--- src/hfwp_pkg.sv ---
// shared types, constants and helpers of the four wheel pid block
package hfwp_pkg;

	localparam int WHEELS = 4;
	localparam int ADDR_W = 5;
	localparam int TGT_W  = 10;
	localparam int ENC_W  = 32;
	localparam int PROD_W = 46;
	localparam int TOT_W  = 48;
	localparam int CMD_MAX = 127;

	localparam logic [11:0] GAIN_P_RST  = 12'd256;
	localparam logic [11:0] GAIN_I_RST  = 12'd128;
	localparam logic [11:0] GAIN_D_RST  = 12'd192;
	localparam logic [15:0] INT_THR_RST = 16'd6;
	localparam logic [6:0]  AXIS_LIM_RST = 7'd115;

	typedef logic signed [TGT_W-1:0] target_t;
	typedef logic signed [ENC_W-1:0] enc_t;
	typedef logic signed [TOT_W-1:0] total_t;

	typedef enum logic [2:0] {
		REG_GAIN_P     = 3'd0,
		REG_GAIN_I     = 3'd1,
		REG_GAIN_D     = 3'd2,
		REG_INT_THR    = 3'd3,
		REG_AXIS_LIMIT = 3'd4
	} reg_idx_t;

	typedef struct packed {
		logic [11:0] gain_p;
		logic [11:0] gain_i;
		logic [11:0] gain_d;
		logic [15:0] int_thr;
	} cfg_t;

	typedef struct packed {
		logic en_s2;
		logic en_s3;
		logic upd;
		logic en_s4;
		logic en_s5;
	} lane_ctl_t;

	// saturate a 33 bit two's complement value to 32 bits
	function automatic logic [ENC_W-1:0] sat33(input logic [ENC_W:0] v);
		logic [ENC_W-1:0] r;
		if (v[ENC_W] != v[ENC_W-1]) begin
			r = v[ENC_W] ? {1'b1, {(ENC_W-1){1'b0}}} : {1'b0, {(ENC_W-1){1'b1}}};
		end else begin
			r = v[ENC_W-1:0];
		end
		return r;
	endfunction

endpackage

--- src/hfwp_mixer.sv ---
// axis capping and x-drive mixing into four wheel targets, first pipeline stage
module hfwp_mixer (
	input  logic                    clk,
	input  logic                    en,
	input  logic [6:0]              axis_limit,
	input  logic signed [7:0]       stick_x,
	input  logic signed [7:0]       stick_y,
	input  logic signed [7:0]       stick_z,
	input  logic signed [31:0]      enc_front_left,
	input  logic signed [31:0]      enc_front_right,
	input  logic signed [31:0]      enc_back_right,
	input  logic signed [31:0]      enc_back_left,
	output hfwp_pkg::target_t       target_s1 [hfwp_pkg::WHEELS],
	output hfwp_pkg::enc_t          enc_s1 [hfwp_pkg::WHEELS]
);

	logic signed [7:0] lim, cx, cy, cz;
	hfwp_pkg::target_t ex, ey, ez;
	hfwp_pkg::target_t tgt [hfwp_pkg::WHEELS];

	assign lim = $signed({1'b0, axis_limit});
	assign cx = (stick_x > lim) ? lim : stick_x;
	assign cy = (stick_y > lim) ? lim : stick_y;
	assign cz = (stick_z > lim) ? lim : stick_z;

	assign ex = {{2{cx[7]}}, cx};
	assign ey = {{2{cy[7]}}, cy};
	assign ez = {{2{cz[7]}}, cz};

	assign tgt[0] = ey + ex + ez;
	assign tgt[1] = ex + ez - ey;
	assign tgt[2] = ez - ey - ex;
	assign tgt[3] = ey - ex + ez;

	always_ff @(posedge clk) begin
		if (en) begin
			target_s1 <= tgt;
			enc_s1[0] <= enc_front_left;
			enc_s1[1] <= enc_front_right;
			enc_s1[2] <= enc_back_right;
			enc_s1[3] <= enc_back_left;
		end
	end

endmodule

--- config.mk ---
export PLATFORM = sky130hd
export DESIGN_NAME = hfwp_mixer
export DESIGN_NICKNAME = d
export VERILOG_FILES = /design/src/hfwp_pkg.sv /design/src/hfwp_mixer.sv
export SDC_FILE = /design/constraint.sdc
export NUM_CORES = 1
export LEC_CHECK = 0
export ABC_AREA = 1
export BUFFER_PORTS_ARGS = -buffer_cell sky130_fd_sc_hd__buf_2
export CORE_MARGIN = 8
export CORE_UTILIZATION = 53
export CTS_CLUSTER_SIZE = 40
export DETAILED_ROUTE_END_ITERATION = 10
export PLACE_DENSITY = 0.82
export SLEW_MARGIN = 15
export SYNTH_ARGS = -nofsm -noshare
export SYNTH_HDL_FRONTEND = slang
export SYNTH_SLANG_ARGS = --single-unit
--- constraint.sdc ---
create_clock -name clk -period 9.8 [get_ports clk]
set_input_delay 0 -clock clk [delete_from_list [all_inputs] [get_ports clk]]
set_output_delay 0 -clock clk [all_outputs]
set_load 0.05 [all_outputs]
==> out/summary.txt <==
outcome - finished clean
fin. max-slew vios - 0
pre-CTS setup slack - 5690 ps
Post-CTS Resized - 0
endpoints failing hold - 0
clk slew on worst S/H paths - 70 ps
fillcell total - 880
P_sw - 1120 uW
Worst EP required - 9970 ps
Yosys cell types - 34
sw frac - 0.410
clock sink count - 166
Die X-Extent - 141 um
Yosys top cell by area - edfxtp_1
Mapped Cells - 623
hold buffer count at CTS - 128
Final WS setup - 6080 ps
FMAX - 0.269 GHz
number of global-route vias before repair - 6861
combinational fraction of design power - 0.402
Initial Util - 0.543
DP Area - 10100 um2
TNS Setup - 0 ps
largest net degree at the start of global routing - 88
Setup CP Type - input port to flip-flop
row cnt - 45
Critical Path Start - axis_limit[1]
Slew HR - 0.320
die area - 19800 um2
nets@finish - 1342
count of max-cap constraint violations - 0
CP Max Fanout - 28
first-pass GRT wire length - 42800 um
yosys warns - 0
Design Area, Final - 12000 um2
Max stage delay on crit path - 690 ps
I/O pin count - 329
Worst path slowest cell - fa_1
Final Setup Violations - 0
fin crit period - 3720 ps
delay-heaviest family, CP - adder cells
layout cell share with drive strength beyond 1 - 0.355
Hold Crit Start - en
DP HPWL - 19500 um
synthesized area per cell - 13.3 um2
CP Data Arrival Time - 3890 ps
internal power - 1620 uW
wire length per cell - 22.8 um
Core ar. - 15200 um2
Max IR drop VDD - 157 uV
worst slew pin tran - 1020 ps
register area share after synthesis - 0.604
multi-input logic area - 2820 um2
GRT Residual Overflow - 0
Synth Flop Type - edfxtp_1
Seq cells post-synth - 166
RSZ-0062 raised after global routing - no
most used cell along the critical path - inv_1
pwr/cell area - 230 nW/um2
number of CTS-inserted buffers - 17
GP Congestion - 0.936
CP Cell Sequence - buf_2 > inv_1 > ha_1 > inv_1 > nor2_1 > nor2_1 > o21a_1 > o221ai_2 > nand3_4 > nand2_1 > o21ai_1 > fa_1 > inv_1 > ha_1 > fa_1 > nand3_1 > nand3_1 > a21oi_1 > o21bai_2 > xor2_1
ANT nets after route - 0
TritonCTS clock tree - done
CTS Root Cell - clkbuf_16
Clock Power Share - 0.247
H-tree depth - 4
top cells by area, synth - edfxtp_1 60%, ha_1 8.6%, fa_1 8.2%
DRC - 0
setup bufs post-CTS - 0
leakage power - 0.00552 uW
GRT Util Overall - 0.292
Post-synth EDFFs - 166
initial DRC count - 604
vias - 6775
DR pass1 iterations - 5
antenna violations before repair - 2
synthesized area - 8260 um2
Flop pwr share - 0.352
period utilization - 0.379
Register Area - 4980 um2
Synth async-reset ratio - 0
wirelength, routed - 29500 um
top cell type's share of synthesized area - 0.604
post-DR vias/cell - 5.24
Clock Tree Buf Depth - 2
startpoint types - input port
Layout area overhead - 44.8%
Mapped Nets - 875
HP Class - input port to flip-flop
port bufs - 328
Die Y - 141 um
CP Buf/Inv Count - 4
total power - 2750 uW
Crit. End Element - flip-flop
-- Yosys cell counts, types with 2 or more instances --
cell type  count
fa_1          34
nand3_4        2
inv_1         96
o21ai_1       17
buf_6          4
nand3_1       13
o21a_1         2
xnor2_1        6
o21ai_0        3
xor2_1        21
nor2_4         2
ha_1          57
o21ai_2       16
nor2_1        35
o221ai_2       2
nor2_2         3
clkbuf_1       2
o211ai_1       5
nand4_1       10
buf_4          2
inv_2          4
a21oi_1       37
edfxtp_1     166
nand2_1       74
-- cell usage in the layout (no fill, tap or decap), types with 3 or more instances in the layout --
cell / instances
a21oi_1: 37
buf_2: 327
clkbuf_16: 17
dlygate4sd3_1: 128
edfxtp_1: 166
fa_1: 34
ha_1: 57
inv_1: 96
inv_2: 4
inv_6: 5
nand2_1: 74
nand3_1: 13
nand4_1: 10
nor2_1: 35
nor2_2: 3
o211ai_1: 5
o21ai_0: 3
o21ai_1: 17
o21ai_2: 16
xnor2_1: 6
xor2_1: 21
-- area by class of cell --
class                   count  area share
multi-input cells         348       0.236
inverters                 100      0.0314
flip-flops and latches    166       0.417
well taps                 188      0.0197
clock buffers              17      0.0356
clock inverters            15      0.0138
repair buffers            457       0.246
diodes                      2    0.000419
-- sequential cells by signal, summed over array words and instances, names as in the netlist --
| signal | cells |
|---|---|
| enc_s1 | 128 |
| target_s1 | 38 |
-- path summary, 6_finish.rpt --
path                  cells after the start             to
worst min-delay path                      1     enc_s1[24]
worst max-delay path                     20  target_s1[37]
-- per-stage QoR --
step	cells	hold slack (ps)	util
after floorplan	623	98.9	-
after global placement	1131	177	0.663
after detailed placement	1131	178	0.663
final	1293	131	0.786
after global routing	1292	162	0.786
after CTS	1291	138	0.786
-- power by group through the flow --
stage / clock network, uW / logic, uW / registers (uW)
2_1_floorplan: 0 / 369 / 1370
3_3_place_gp: 0 / 1020 / 967
3_5_place_dp: 0 / 1040 / 973
4_1_cts: 671 / 1090 / 958
5_1_grt: 712 / 1160 / 975
6_report: 678 / 1100 / 965
-- metal layers --
metal | global-route usage | up-vias | wire (um)
li1 | - | 3058 | -
met1 | 0.321 | 3226 | 10500
met2 | 0.523 | 415 | 15300
met3 | 0.0675 | 74 | 2220
met4 | 0.141 | 2 | 1440
met5 | 0 | - | 13
-- logic make-up (layout without fill, tap and decap cells) --
group / Yosys count / in the layout / share of synthesized area
flops: 166 / 166 / 0.604
simple gates: 142 / 142 / 0.0767
buf+inv: 109 / 589 / 0.0543
fa+ha+maj: 91 / 91 / 0.169
compound gates: 88 / 88 / 0.0677
xor+xnor: 27 / 27 / 0.0286
other cells: 0 / 2 / 0
Power figures use the tool's default switching activity.
