File: src/hfwp_pkg.sv
// shared types, constants and helpers of the four wheel pid block
package hfwp_pkg;

	localparam int WHEELS = 4;
	localparam int ADDR_W = 5;
	localparam int TGT_W  = 10;
	localparam int ENC_W  = 32;
	localparam int PROD_W = 46;
	localparam int TOT_W  = 48;
	localparam int CMD_MAX = 127;

	localparam logic [11:0] GAIN_P_RST  = 12'd256;
	localparam logic [11:0] GAIN_I_RST  = 12'd128;
	localparam logic [11:0] GAIN_D_RST  = 12'd192;
	localparam logic [15:0] INT_THR_RST = 16'd6;
	localparam logic [6:0]  AXIS_LIM_RST = 7'd115;

	typedef logic signed [TGT_W-1:0] target_t;
	typedef logic signed [ENC_W-1:0] enc_t;
	typedef logic signed [TOT_W-1:0] total_t;

	typedef enum logic [2:0] {
		REG_GAIN_P     = 3'd0,
		REG_GAIN_I     = 3'd1,
		REG_GAIN_D     = 3'd2,
		REG_INT_THR    = 3'd3,
		REG_AXIS_LIMIT = 3'd4
	} reg_idx_t;

	typedef struct packed {
		logic [11:0] gain_p;
		logic [11:0] gain_i;
		logic [11:0] gain_d;
		logic [15:0] int_thr;
	} cfg_t;

	typedef struct packed {
		logic en_s2;
		logic en_s3;
		logic upd;
		logic en_s4;
		logic en_s5;
	} lane_ctl_t;

	// saturate a 33 bit two's complement value to 32 bits
	function automatic logic [ENC_W-1:0] sat33(input logic [ENC_W:0] v);
		logic [ENC_W-1:0] r;
		if (v[ENC_W] != v[ENC_W-1]) begin
			r = v[ENC_W] ? {1'b1, {(ENC_W-1){1'b0}}} : {1'b0, {(ENC_W-1){1'b1}}};
		end else begin
			r = v[ENC_W-1:0];
		end
		return r;
	endfunction

endpackage

File: src/hfwp_lane.sv
// one wheel's pid pipeline: error, state update, products and term sum
module hfwp_lane (
	input  logic                  clk,
	input  logic                  arst_n,
	input  hfwp_pkg::lane_ctl_t   ctl,
	input  hfwp_pkg::cfg_t        cfg,
	input  hfwp_pkg::target_t     target_s1,
	input  hfwp_pkg::enc_t        enc_s1,
	output hfwp_pkg::total_t      total_s5
);

	logic [32:0] raw_err;
	logic signed [31:0] err_c;
	logic signed [31:0] err_s2, err_s3, sum_s3;
	logic signed [32:0] diff_s3;
	logic signed [31:0] prev_q, esum_q;
	logic signed [32:0] err_x, thr_x, diff_c;
	logic [32:0] sum_raw;
	logic signed [31:0] sum_c;
	logic signed [45:0] p_c, d_c, i_c;
	logic signed [45:0] p_s4, d_s4, i_s4;
	hfwp_pkg::total_t total_c;

	assign raw_err = {{23{target_s1[9]}}, target_s1} - {enc_s1[31], enc_s1};
	assign err_c = hfwp_pkg::sat33(raw_err);

	assign err_x = {err_s2[31], err_s2};
	assign thr_x = $signed({17'd0, cfg.int_thr});
	assign sum_raw = {esum_q[31], esum_q} + {err_s2[31], err_s2};
	assign sum_c = (err_x > thr_x) ? 32'sd0 : hfwp_pkg::sat33(sum_raw);
	assign diff_c = {prev_q[31], prev_q} - err_x;

	assign p_c = err_s3 * $signed({1'b0, cfg.gain_p});
	assign d_c = diff_s3 * $signed({1'b0, cfg.gain_d});
	assign i_c = sum_s3 * $signed({1'b0, cfg.gain_i});

	assign total_c = {{2{p_s4[45]}}, p_s4} + {{2{d_s4[45]}}, d_s4} + {{2{i_s4[45]}}, i_s4};

	always_ff @(posedge clk or negedge arst_n) begin
		if (!arst_n) begin
			prev_q <= '0;
			esum_q <= '0;
		end else if (ctl.upd) begin
			prev_q <= err_s2;
			esum_q <= sum_c;
		end
	end

	always_ff @(posedge clk) begin
		if (ctl.en_s2) begin
			err_s2 <= err_c;
		end
		if (ctl.en_s3) begin
			err_s3  <= err_s2;
			diff_s3 <= diff_c;
			sum_s3  <= sum_c;
		end
		if (ctl.en_s4) begin
			p_s4 <= p_c;
			d_s4 <= d_c;
			i_s4 <= i_c;
		end
		if (ctl.en_s5) begin
			total_s5 <= total_c;
		end
	end

endmodule

File: config.mk
export PLATFORM = sky130hd
export DESIGN_NAME = hfwp_lane
export DESIGN_NICKNAME = d
export VERILOG_FILES = /design/src/hfwp_pkg.sv /design/src/hfwp_lane.sv
export SDC_FILE = /design/constraint.sdc
export NUM_CORES = 2
export LEC_CHECK = 0
export ABC_AREA = 1
export BUFFER_PORTS_ARGS = -buffer_cell sky130_fd_sc_hd__clkbuf_2
export CORE_ASPECT_RATIO = 1.1
export CORE_MARGIN = 5
export CORE_UTILIZATION = 30
export DETAILED_ROUTE_END_ITERATION = 8
export PLACE_DENSITY = 0.5
export SETUP_SLACK_MARGIN = 0.4
export SYNTH_ARGS = -nofsm -noshare
export SYNTH_HDL_FRONTEND = slang
export SYNTH_SLANG_ARGS = --single-unit
File: constraint.sdc
create_clock -name clk -period 13.64 [get_ports clk]
set_input_delay 1.364 -clock clk [delete_from_list [all_inputs] [get_ports clk]]
set_output_delay 1.364 -clock clk [all_outputs]
set_load 0.005 [all_outputs]
==> results.toml <==
[critical_path]
crit_chain = "clkbuf_2 -> nand2_1 -> fa_1 -> fa_1 -> fa_1 -> inv_1 -> fa_1 -> inv_1 -> fa_1 -> inv_1 -> ha_1 -> a21oi_1 -> o21ai_0 -> a21oi_1 -> o21ai_0 -> a21oi_1 -> or2_2 -> nand2_1 -> nand2_1 -> nand2_1"
end_kind = "flop"
path_buf_inv = 4
slowest_stage = "clkbuf_2"
crit_type = "in -> reg"
critical_path_required_ns = 14.03
path_common_cell = "fa_1"
ff2ff_setup_slack_ns = 7.34
start_kind = "input pin"
critPathMaxStageDelay_ns = 0.65
path_max_fanout = 32
crit_arrival_ns = 7.27
crit_family = "adder cells"

[drt]
firstDrtPassIters = 5
vias = 52100
vias_per_cell = 4.62
drc_errors = 0
routed_wl_um = 215000
drt-wirelength-per-cell_um = 19.0
drtIter0Drc = 3462
ant_nets = 0

[sta]
finalHoldViolCount = 0
worstMarginPinSlew_ns = 1.01
period_minus_slack_ns = 6.88
final-setup-viol-count = 0
slew_headroom = 0.319
fmax_ghz = 0.145
slew_viol_final = 0
rsz0062_at_grt = "false"
setup_tns_ns = 0
clock_skew_ns = 0.0365
min_period_over_period = 0.505

[yosys]
avgSynthCellArea_um2 = 7.88
synthDistinctLibCells = 51
ys_seq_area_frac = 0.167
synth_warnings = 0
synth_flop_cell = "edfxtp_1"
synthesis.area_um2 = 65900
post_synth_inst_count = 8363
synth_edf_count = 313
ys_seq_elements = 377
synth_nets = 9995
async_reset_ff_frac = 0.170

[clock_network]
cts_resized = 0
postCtsSetupBuffers = 0
cts_tree = "built"
cts_inserted_buffers = 50
clockBufferDepth = 3
cts-htree-levels = 2
clockRootBuffer = "clkbuf_16"
clk_latency_ns = 0.65
cts.sinks = 377
ctsHoldBuffers = 0
clk_pin_slew_ns = 0.06

[placement]
port_buffers = 148
globalplace.congestion = 0.953
dp_hpwl_um = 181000

[die]
row_count = 180
coreArea_um2 = 219000
io_pins = 149
die_h_um = 502
dieArea_um2 = 229000
die_w_um = 457
start_util = 0.301

[min_path]
hold_class = "reg -> reg"

[grt]
grtUsageTotal = 0.187
grt_start_max_net_pins = 86
grt_pass1_wl_um = 334000
overflow = 0
grt_pass1_vias = 55500
antenna_found_initial = 7

[run_status]
status = "completed"

[finish]
layout-drive-gt1-share = 0.0360
final_cell_mix = "2331 x inv_1, 2118 x nand2_1, 1074 x fa_1, 457 x ha_1, 381 x nor2_1"
areaGrowthSynthToFinish_pct = 7.73
layout_commonest_cell = "inv_1"
fin_nets = 9958

[flow_run]
maxCapViolations = 0
-- cell type report --
cell class / count / area [um2]
inverter: 2337 / 8770
clock inverter: 33 / 359
multi-input combinational: 5401 / 45100
sequential: 377 / 11000
fill: 23300 / 148000
tap: 2912 / 3640
timing repair buffer: 159 / 832
antenna: 2 / 5.00
clock buffer: 59 / 1290
-- metal layers --
layer / track usage / part of all wire / vias to the layer above
met4: 0.0596 / 0.036 / 6
met2: 0.325 / 0.48 / 1293
met3: 0.0201 / 0.043 / 270
met5: 0 / 0.00018 / -
met1: 0.244 / 0.44 / 26000
li1: - / - / 24600
-- state kept, by name, indices dropped and copies added (netlist names) --
name and cells:
esum_q 32, sum_s3 32, p_s4 45, err_s2 32, prev_q 32, d_s4 46
total_s5 48, diff_s3 33, err_s3 32, i_s4 45
-- path summary, 6_finish.rpt --
kind	startpoint	endpoint	cells after the start
worst min-delay path	prev_q[21]	prev_q[21]	2
worst min register to register	prev_q[21]	prev_q[21]	2
worst max-delay path	cfg[44]	p_s4[36]	20
max in group asynchronous	arst_n	prev_q[28]	2
worst max register to register	err_s3[5]	p_s4[36]	19
min in group asynchronous	arst_n	esum_q[12]	2
-- kinds of logic (layout without fill, tap and decap cells) --
kind of cell,count (synthesis),count (layout),share of synthesized area
xor gates and xnor gates,247,247,0.0328
buffers and inverters,2585,2588,0.149
other,0,2,0
adders and majority gates,1531,1531,0.413
and+or+nand+nor,2867,2867,0.174
DFF,377,377,0.167
AOI/OAI and AO/OA,756,756,0.0644
-- per-stage QoR --
stage	instances	worst slack, ns	util	hold WS, ns	area, um2
CTS	11300	6.83	0.325	0.492	71000
finish	11300	6.76	0.325	0.487	71000
floorplan	8363	7.43	-	0.453	65900
detailed placement	11200	6.14	0.317	0.477	69300
global route	11300	6.54	0.325	0.507	71000
global placement	11200	6.08	0.317	0.473	69300
-- worst min-delay path: stages, from the launching register on --
cell     delay, ns
dfrtp_1       0.34
nand2_1       0.05
o21ai_0       0.06
-- Yosys cell counts, types with 13 or more instances --
library cell / count / area share
a21boi_0: 13 / 0.0015
a21o_1: 39 / 0.0044
a21oi_1: 343 / 0.026
a31oi_1: 46 / 0.0044
clkbuf_1: 227 / 0.013
dfrtp_1: 64 / 0.024
edfxtp_1: 313 / 0.14
fa_1: 1074 / 0.33
ha_1: 457 / 0.087
inv_1: 2332 / 0.13
nand2_1: 2118 / 0.12
nand2_2: 16 / 0.0015
nand3_1: 199 / 0.015
nand3b_1: 13 / 0.0015
nand4_1: 28 / 0.0027
nor2_1: 381 / 0.022
nor3_1: 53 / 0.0040
nor4_1: 24 / 0.0023
o21ai_0: 223 / 0.017
o21bai_1: 42 / 0.0048
xnor2_1: 109 / 0.014
xor2_1: 138 / 0.018
Power is not shown: default switching activity piles up to over one toggle a cycle in this logic, so the estimate is an artifact.
