<file path="src/hfwp_pkg.sv">
// shared types, constants and helpers of the four wheel pid block
package hfwp_pkg;

	localparam int WHEELS = 4;
	localparam int ADDR_W = 5;
	localparam int TGT_W  = 10;
	localparam int ENC_W  = 32;
	localparam int PROD_W = 46;
	localparam int TOT_W  = 48;
	localparam int CMD_MAX = 127;

	localparam logic [11:0] GAIN_P_RST  = 12'd256;
	localparam logic [11:0] GAIN_I_RST  = 12'd128;
	localparam logic [11:0] GAIN_D_RST  = 12'd192;
	localparam logic [15:0] INT_THR_RST = 16'd6;
	localparam logic [6:0]  AXIS_LIM_RST = 7'd115;

	typedef logic signed [TGT_W-1:0] target_t;
	typedef logic signed [ENC_W-1:0] enc_t;
	typedef logic signed [TOT_W-1:0] total_t;

	typedef enum logic [2:0] {
		REG_GAIN_P     = 3'd0,
		REG_GAIN_I     = 3'd1,
		REG_GAIN_D     = 3'd2,
		REG_INT_THR    = 3'd3,
		REG_AXIS_LIMIT = 3'd4
	} reg_idx_t;

	typedef struct packed {
		logic [11:0] gain_p;
		logic [11:0] gain_i;
		logic [11:0] gain_d;
		logic [15:0] int_thr;
	} cfg_t;

	typedef struct packed {
		logic en_s2;
		logic en_s3;
		logic upd;
		logic en_s4;
		logic en_s5;
	} lane_ctl_t;

	// saturate a 33 bit two's complement value to 32 bits
	function automatic logic [ENC_W-1:0] sat33(input logic [ENC_W:0] v);
		logic [ENC_W-1:0] r;
		if (v[ENC_W] != v[ENC_W-1]) begin
			r = v[ENC_W] ? {1'b1, {(ENC_W-1){1'b0}}} : {1'b0, {(ENC_W-1){1'b1}}};
		end else begin
			r = v[ENC_W-1:0];
		end
		return r;
	endfunction

endpackage

</file>
<file path="src/hfwp_merge.sv">
// scales and saturates the four lane totals into the result register
module hfwp_merge #(
	parameter int GAIN_FRAC_BITS = 8
) (
	input  logic               clk,
	input  logic               arst_n,
	input  logic               v_s5,
	input  hfwp_pkg::total_t   total_s5 [hfwp_pkg::WHEELS],
	input  logic               result_ready,
	output logic               take,
	output logic               result_valid,
	output logic signed [7:0]  drive_front_left,
	output logic signed [7:0]  drive_front_right,
	output logic signed [7:0]  drive_back_right,
	output logic signed [7:0]  drive_back_left
);

	localparam int TotW = hfwp_pkg::TOT_W;
	localparam logic [TotW-1:0] RoundBias = (TotW'(1) << GAIN_FRAC_BITS) - TotW'(1);
	localparam logic signed [TotW-1:0] CmdHi = TotW'(hfwp_pkg::CMD_MAX);
	localparam logic signed [TotW-1:0] CmdLo = -CmdHi;

	logic signed [7:0] cmd_c [hfwp_pkg::WHEELS];

	always_comb begin
		for (int w = 0; w < hfwp_pkg::WHEELS; w++) begin
			logic signed [TotW-1:0] adj;
			logic signed [TotW-1:0] q;
			adj = total_s5[w] + (total_s5[w][TotW-1] ? RoundBias : '0);
			q = adj >>> GAIN_FRAC_BITS;
			if (q > CmdHi) begin
				cmd_c[w] = CmdHi[7:0];
			end else if (q < CmdLo) begin
				cmd_c[w] = CmdLo[7:0];
			end else begin
				cmd_c[w] = q[7:0];
			end
		end
	end

	assign take = !result_valid || result_ready;

	always_ff @(posedge clk or negedge arst_n) begin
		if (!arst_n) begin
			result_valid <= 1'b0;
		end else if (take) begin
			result_valid <= v_s5;
		end
	end

	always_ff @(posedge clk) begin
		if (take && v_s5) begin
			drive_front_left  <= cmd_c[0];
			drive_front_right <= cmd_c[1];
			drive_back_right  <= cmd_c[2];
			drive_back_left   <= cmd_c[3];
		end
	end

endmodule

</file>
<file path="config.mk">
export PLATFORM = sky130hd
export DESIGN_NAME = hfwp_merge
export DESIGN_NICKNAME = d
export VERILOG_FILES = /design/src/hfwp_pkg.sv /design/src/hfwp_merge.sv
export SDC_FILE = /design/constraint.sdc
export NUM_CORES = 1
export LEC_CHECK = 0
export BUFFER_PORTS_ARGS = -buffer_cell sky130_fd_sc_hd__buf_2
export CORE_MARGIN = 10
export CORE_UTILIZATION = 35
export CTS_BUF_LIST = sky130_fd_sc_hd__clkbuf_8
export DETAILED_ROUTE_END_ITERATION = 10
export SYNTH_ARGS = -nofsm -noshare
export SYNTH_HDL_FRONTEND = slang
export SYNTH_SLANG_ARGS = --single-unit
</file>
<file path="constraint.sdc">
create_clock -name clk -period 2.5 [get_ports clk]
set_input_delay 0 -clock clk [delete_from_list [all_inputs] [get_ports clk]]
set_output_delay 0 -clock clk [all_outputs]
set_load 0.03 [all_outputs]
</file>
==> results of run 1 <==
-- stage by stage --
stage / power, µW / area (µm²) / setup WS, ns / hold slack [ns]
detailed placement: 1870 / 9630 / -0.699 / -0.221
floorplan: 1180 / 6270 / -0.0890 / -0.296
finish: 2430 / 10700 / -0.159 / 0.0231
global placement: 1860 / 9630 / -0.614 / -0.223
CTS: 2360 / 10300 / -0.153 / 0.0171
global route: 2590 / 10700 / -0.286 / 0.0255
-- cell families (layout without fill, tap and decap cells) --
group                      Yosys count  in the layout  share of synthesized area
other                                0              2                          0
buffers and inverters               42            567                     0.0272
and+or+nand+nor                    412            412                      0.381
muxes                               11             11                     0.0195
xor gates and xnor gates            70             70                      0.102
AOI/OAI and AO/OA                  207            208                      0.247
DFF                                 33             33                      0.165
adders and majority gates           28             28                     0.0586
-- timing repair --
action | 4_1_cts | 5_1_grt
endpoints found under the hold margin | 2 | 0
hold buffers | 2 | 0
buffers inserted | 20 | 10
pin swaps | 54 | 36
gates resized for setup | 96 | 55
endpoints found under the setup margin | 28 | 28
cloned | 2 | 1
-- cells in the mapped netlist (8+ instances only) --
cell      instances
a211oi_1          9
o21ai_1           8
nor3_1           32
o21ai_0          33
and3_1           35
ha_1             28
a31oi_1          12
and2_1           19
nor4_1           23
inv_1            26
edfxtp_1         32
o31ai_1          11
xor2_1           42
or4_1             8
nand4_1          57
a21o_1           14
nand3_1          66
a21oi_1          33
and4_1           12
xnor2_1          28
nor2_1           49
clkbuf_1         12
nand2b_1          8
or3_1            12
a211o_1           9
nand2_1          65
-- final cells by class --
class,count,area [µm²],area share
clock buffers,5,68.8,0.00641
multi-input cells,729,5730,0.533
inverters,26,97.6,0.00908
flip-flops and latches,33,986,0.0918
repair buffers,533,3570,0.332
diodes,2,5.00,0.000466
clock inverters,3,13.8,0.00128
well taps,220,275,0.0256
-- metal layers --
layer	vias up	track usage	routed length [µm]
met5	-	0	0
met4	0	0.0433	482
met3	41	0.0531	2150
met2	324	0.370	12500
met1	3948	0.270	11100
li1	4241	-	-
-- state kept, by name, indices dropped and copies added, names as in the netlist --
signal	flops
drive_back_left	8
drive_back_right	8
drive_front_left	8
drive_front_right	8
result_valid	1
-- worst paths after layout --
check	startpoint	to	slack [ns]
worst max-delay path	total_s5[143]	drive_front_right[1]	-0.16
min in group asynchronous	arst_n	result_valid	0.03
max in group asynchronous	arst_n	result_valid	2.38
worst min register to register	result_valid	result_valid	0.54
worst min-delay path	result_ready	result_valid	0.02
worst max register to register	result_valid	drive_front_left[0]	0.98
-- critical path: stages --
cell      delay, ns
buf_12         0.12
ha_4           0.23
a21oi_2        0.12
o211ai_1       0.13
buf_4          0.16
o211ai_1       0.29
buf_4          0.21
buf_6          0.11
nor3_4         0.04
nor3_2         0.18
a21oi_2        0.06
or4_4          0.56
o31ai_4        0.35
o21ai_1        0.12
-- power breakdown --
part / switching (µW) / internal (µW)
clock: 194 / 189
sequential: 8.48 / 647
combinational: 709 / 685
total: 912 / 1520
==> flow_metrics.py, run 1 <==
metrics = {
    "finish": {
        "final_common_cell": "buf_4",
        "fillers": 1494,
        "area_growth_pct": 79.6,
        "fin_nets": 1552,
        "final_core_util": 0.646,
        "layoutNonFillerInstCount": 1551,
        "layout_common_cells": "buf_4 (290), buf_2 (223), nand2_1 (64), nand3_1 (60), nand4_1 (57)",
        "final_layout_size_suffix_gt1_frac": 0.510,
    },
    "synthesis": {
        "syn_inst": 803,
        "ys_async_sr_fraction": 0.0303,
        "synth_top_area_cell": "edfxtp_1",
        "synth_seq_cells": 33,
        "synth.avg_cell_area_um2": 7.45,
        "yosysUniqueCellTypes": 76,
        "synth_area_leaders": "edfxtp_1 (16%), xor2_1 (6.1%), nand4_1 (6.0%)",
        "synth_area_um2": 5980,
        "yosysWarnings": 0,
        "yosysTopAreaCellShare": 0.161,
        "seq_area_frac_synth": 0.165,
        "synth_nets": 1027,
        "synth_edf_count": 32,
        "synth_top_flop_cell": "edfxtp_1",
    },
    "floorplanning": {
        "design.portCount": 230,
        "die_w_um": 151,
        "rows": 47,
        "initial_core_util": 0.359,
        "die_y_um": 151,
        "core_area_um2": 16600,
        "die_area_um2": 22700,
    },
    "routing": {
        "post_drt_wl_per_cell_um": 17.0,
        "ant_nets": 0,
        "drtIter0Drc": 467,
        "wirelength_um": 26300,
        "drc": 0,
        "firstDrtPassIters": 5,
        "viasPerCell": 5.52,
        "vias": 8554,
    },
    "clock_tree": {
        "clkSlewWorstSetupHoldPaths_ns": 0.07,
        "cts_made_buffers": 5,
        "cts_tree": "done",
        "clkSinkCount": 33,
        "root_buffer": "clkbuf_8",
        "clock_latency_ns": 0.28,
        "clock_path_buffers": 2,
        "h-tree-depth": 2,
    },
    "place": {
        "io_buffers": 229,
        "numPlacedInstances": 1507,
        "dpl.hpwl_um": 21700,
        "finalWeightedCongestion": 0.916,
    },
    "worst_hold_path": {
        "hold_class": "input port to flip-flop",
        "holdPathStages": 3,
    },
    "timing": {
        "max_freq_mhz": 376,
        "relSlewSlack": 0.507,
        "worst_pin_slew_ns": 0.739,
        "finalCritPeriodShare": 1.06,
        "period_needed_ns": 2.66,
        "setup_slack_ns": -0.159,
        "clock_skew_ns": 0.00581,
        "finalHoldViolCount": 0,
        "rsz0062_at_grt": "yes",
        "tns_ns": -1.94,
        "finalSetupViolCount": 21,
        "maxSlewViolCount": 0,
    },
    "global_routing": {
        "grt_max_degree": 33,
        "overflow": 0,
        "grt_use_total": 0.217,
        "grt_pass1_wl_um": 41300,
        "antenna_found_initial": 0,
        "first_global_vias": 8591,
    },
    "critical_path": {
        "crit_path_max_fanout": 7,
        "cp-start-kind": "input port",
        "reg2reg_depth": 2,
        "crit_path_end_kind": "flip-flop",
        "critPathKind": "input port to flip-flop",
        "worst-endpoint-required_ns": 2.52,
        "critPathArrivalTime_ns": 2.68,
    },
    "run_status": {
        "violations": "negative setup slack",
        "outcome": "finished with violations",
    },
    "pwr": {
        "p_per_area_nw_per_um2": 226,
        "p_leak_uw": 0.00461,
        "ir_drop_mv": 0.196,
    },
    "job": {
        "maxCapViolCount": 0,
    },
}
(Power assumes the default switching activity.)
==> inputs of run 2 (changes only) <==
--- a/config.mk
+++ b/config.mk
@@ -6,10 +6,13 @@
 export NUM_CORES = 1
 export LEC_CHECK = 0
 export BUFFER_PORTS_ARGS = -buffer_cell sky130_fd_sc_hd__buf_2
+export CORE_ASPECT_RATIO = 0.9
 export CORE_MARGIN = 10
 export CORE_UTILIZATION = 35
 export CTS_BUF_LIST = sky130_fd_sc_hd__clkbuf_8
 export DETAILED_ROUTE_END_ITERATION = 10
+export GPL_TIMING_DRIVEN = 0
+export SLEW_MARGIN = 15
 export SYNTH_ARGS = -nofsm -noshare
 export SYNTH_HDL_FRONTEND = slang
 export SYNTH_SLANG_ARGS = --single-unit
==> run 2 against run 1 <==
Clock power is 1% lower. Final area shrank 14%. Clock-buffer cell count is the same. Highest routed layer unchanged. The flow still finishes with violations (negative setup slack).
==> flow_metrics.py, run 2 (synthesis results as in run 1) <==
metrics = {
    "run_status": {
        "outcome": "finished with violations",
        "violations": "negative setup slack",
    },
    "place": {
        "placed_cell_area_um2": 7660,
        "dpl.hpwl_um": 19200,
        "io_buffers": 225,
        "place_worst_setup_slack_ns": -0.927,
        "finalWeightedCongestion": 0.922,
        "numPlacedInstances": 1239,
    },
    "critical_path": {
        "worst-endpoint-required_ns": 2.51,
        "critPathArrivalTime_ns": 2.84,
        "reg2reg_depth": 2,
        "crit_path_end_kind": "flip-flop",
        "r2r-end": "drive_back_left[1]",
        "rr_startpoint": "result_valid",
        "cp-start-kind": "input port",
        "r2r_setup_slack_ns": 0.98,
        "critPathKind": "input port to flip-flop",
        "crit_path_max_fanout": 7,
    },
    "pwr": {
        "swShare": 0.398,
        "switchingPower_uw": 894,
        "p_per_area_nw_per_um2": 243,
        "p_seq_frac": 0.292,
        "p_leak_uw": 0.00357,
        "p_int_uw": 1350,
        "pwr-share-comb": 0.539,
        "p_clk_frac": 0.169,
        "ir_drop_mv": 0.149,
    },
    "worst_hold_path": {
        "hold_class": "input port to flip-flop",
        "holdPathStages": 3,
        "min-delay-start": "result_ready",
        "holdPathEnd": "result_valid",
    },
    "timing": {
        "setup_slack_ns": -0.325,
        "max_freq_mhz": 354,
        "finalSetupViolCount": 16,
        "period_needed_ns": 2.82,
        "maxSlewViolCount": 0,
        "worst_pin_slew_ns": 0.752,
        "finalHoldViolCount": 0,
        "clock_skew_ns": 0.00891,
        "rsz0062_at_grt": "yes",
        "finalCritPeriodShare": 1.13,
        "relSlewSlack": 0.499,
    },
    "clock_tree": {
        "h-tree-depth": 2,
        "cts_tree": "done",
        "clock_latency_ns": 0.28,
        "clkSinkCount": 33,
        "clkSlewWorstSetupHoldPaths_ns": 0.07,
        "root_buffer": "clkbuf_8",
        "clock_path_buffers": 2,
        "cts_made_buffers": 5,
    },
    "finish": {
        "final_common_cell": "buf_2",
        "final_layout_size_suffix_gt1_frac": 0.426,
        "area_growth_pct": 54.6,
        "layoutNonFillerInstCount": 1312,
        "fin_area_um2": 9250,
        "layout_common_cells": "buf_2 (214), nand2_1 (61), buf_4 (58), nand4_1 (57), nand3_1 (55)",
        "fillers": 1607,
        "fin_nets": 1322,
    },
    "global_routing": {
        "overflow": 0,
        "grt_max_degree": 33,
        "grt_pass1_wl_um": 37300,
        "antenna_found_initial": 0,
        "grt_use_total": 0.197,
        "first_global_vias": 7342,
    },
    "floorplanning": {
        "die_area_um2": 22700,
        "initial_core_util": 0.355,
        "core_area_um2": 16800,
        "die_y_um": 144,
        "design.portCount": 230,
        "die_w_um": 158,
        "rows": 45,
    },
    "routing": {
        "drc": 0,
        "drtIter0Drc": 572,
        "firstDrtPassIters": 5,
        "viasPerCell": 5.92,
        "wirelength_um": 25000,
        "post_drt_wl_per_cell_um": 19.0,
        "vias": 7763,
        "ant_nets": 0,
    },
    "job": {
        "maxCapViolCount": 0,
    },
}
==> run 2: cell count changes in the layout (fill, tap and decap cells not counted), moves of 5 or more <==
cell	change
buf_6	-5
buf_2	-9
nand3_1	-5
nor4_1	-7
buf_4	-232
nand3_2	+6
==> run 2: cell type report <==
type	count	area [µm²]	area share
Tap cell	211	264	0.0285
Antenna cell	2	5.00	0.000541
Sequential cell	33	986	0.107
Clock inverter	3	11.3	0.00122
Multi-Input combinational cell	729	5940	0.643
Timing Repair Buffer	292	1780	0.192
Clock buffer	5	68.8	0.00744
Inverter	26	97.6	0.0106
Buffer	11	95.1	0.0103
==> run 2: how the worst max path moves through the flow <==
stage                  start                   end  slack [ns]  cells past startpoint
6_report       total_s5[143]  drive_front_right[3]       -0.32                     14
5_1_grt        total_s5[143]  drive_front_right[3]       -0.46                     14
4_1_cts        total_s5[143]  drive_front_right[3]       -0.17                     11
3_5_place_dp   total_s5[143]  drive_front_right[0]       -0.93                     12
3_3_place_gp   total_s5[143]  drive_front_right[5]       -0.94                     12
2_1_floorplan  total_s5[143]  drive_front_right[0]       -0.09                     11
==> run 2: layer usage <==
layer / vias to the layer above / GRT usage / part of all wire
met2: 322 / 0.317 / 0.47
met1: 3617 / 0.261 / 0.43
met3: 29 / 0.0529 / 0.093
met4: 0 / 0.0305 / 0.011
met5: - / 0 / 0
li1: 3795 / - / -
==> run 2: what timing repair did <==
action | in CTS | in global routing
hold buffers | 2 | 0
endpoints found under the hold margin | 2 | 0
setup buffers | 44 | 19
pin swaps | 55 | 52
gates resized for setup | 108 | 87
cloned | 2 | 2
setup endpoints to repair | 28 | 28
==> run 2: critical path, cell delays in order <==
cell and delay [ns]:
buf_12 0.12, ha_4 0.28, nand3_2 0.09, o211ai_1 0.35
o211ai_1 0.19, buf_4 0.19, buf_6 0.12, buf_6 0.11
nor3_4 0.24, nand2_2 0.14, xnor2_4 0.15, a2111o_1 0.33
o31ai_4 0.38, o21ai_1 0.15
==> run 2: per-stage QoR <==
step	setup TNS (ns)	total power, µW	util	hold slack (ns)
finish	-2.84	2250	0.549	0.00785
global placement	-22.42	1610	0.455	-0.224
floorplan	-0.898	1180	-	-0.296
global route	-5.03	2380	0.549	0.0332
detailed placement	-22.15	1610	0.455	-0.223
CTS	-1.39	2110	0.511	0.00413
==> run 2: power groups by stage <==
| stage | Sequential, µW | Clock [µW] | Combinational [µW] |
|---|---|---|---|
| 2_1_floorplan | 729 | 0 | 455 |
| 3_3_place_gp | 667 | 0 | 939 |
| 3_5_place_dp | 668 | 0 | 941 |
| 4_1_cts | 656 | 389 | 1070 |
| 5_1_grt | 658 | 411 | 1310 |
| 6_report | 655 | 379 | 1210 |
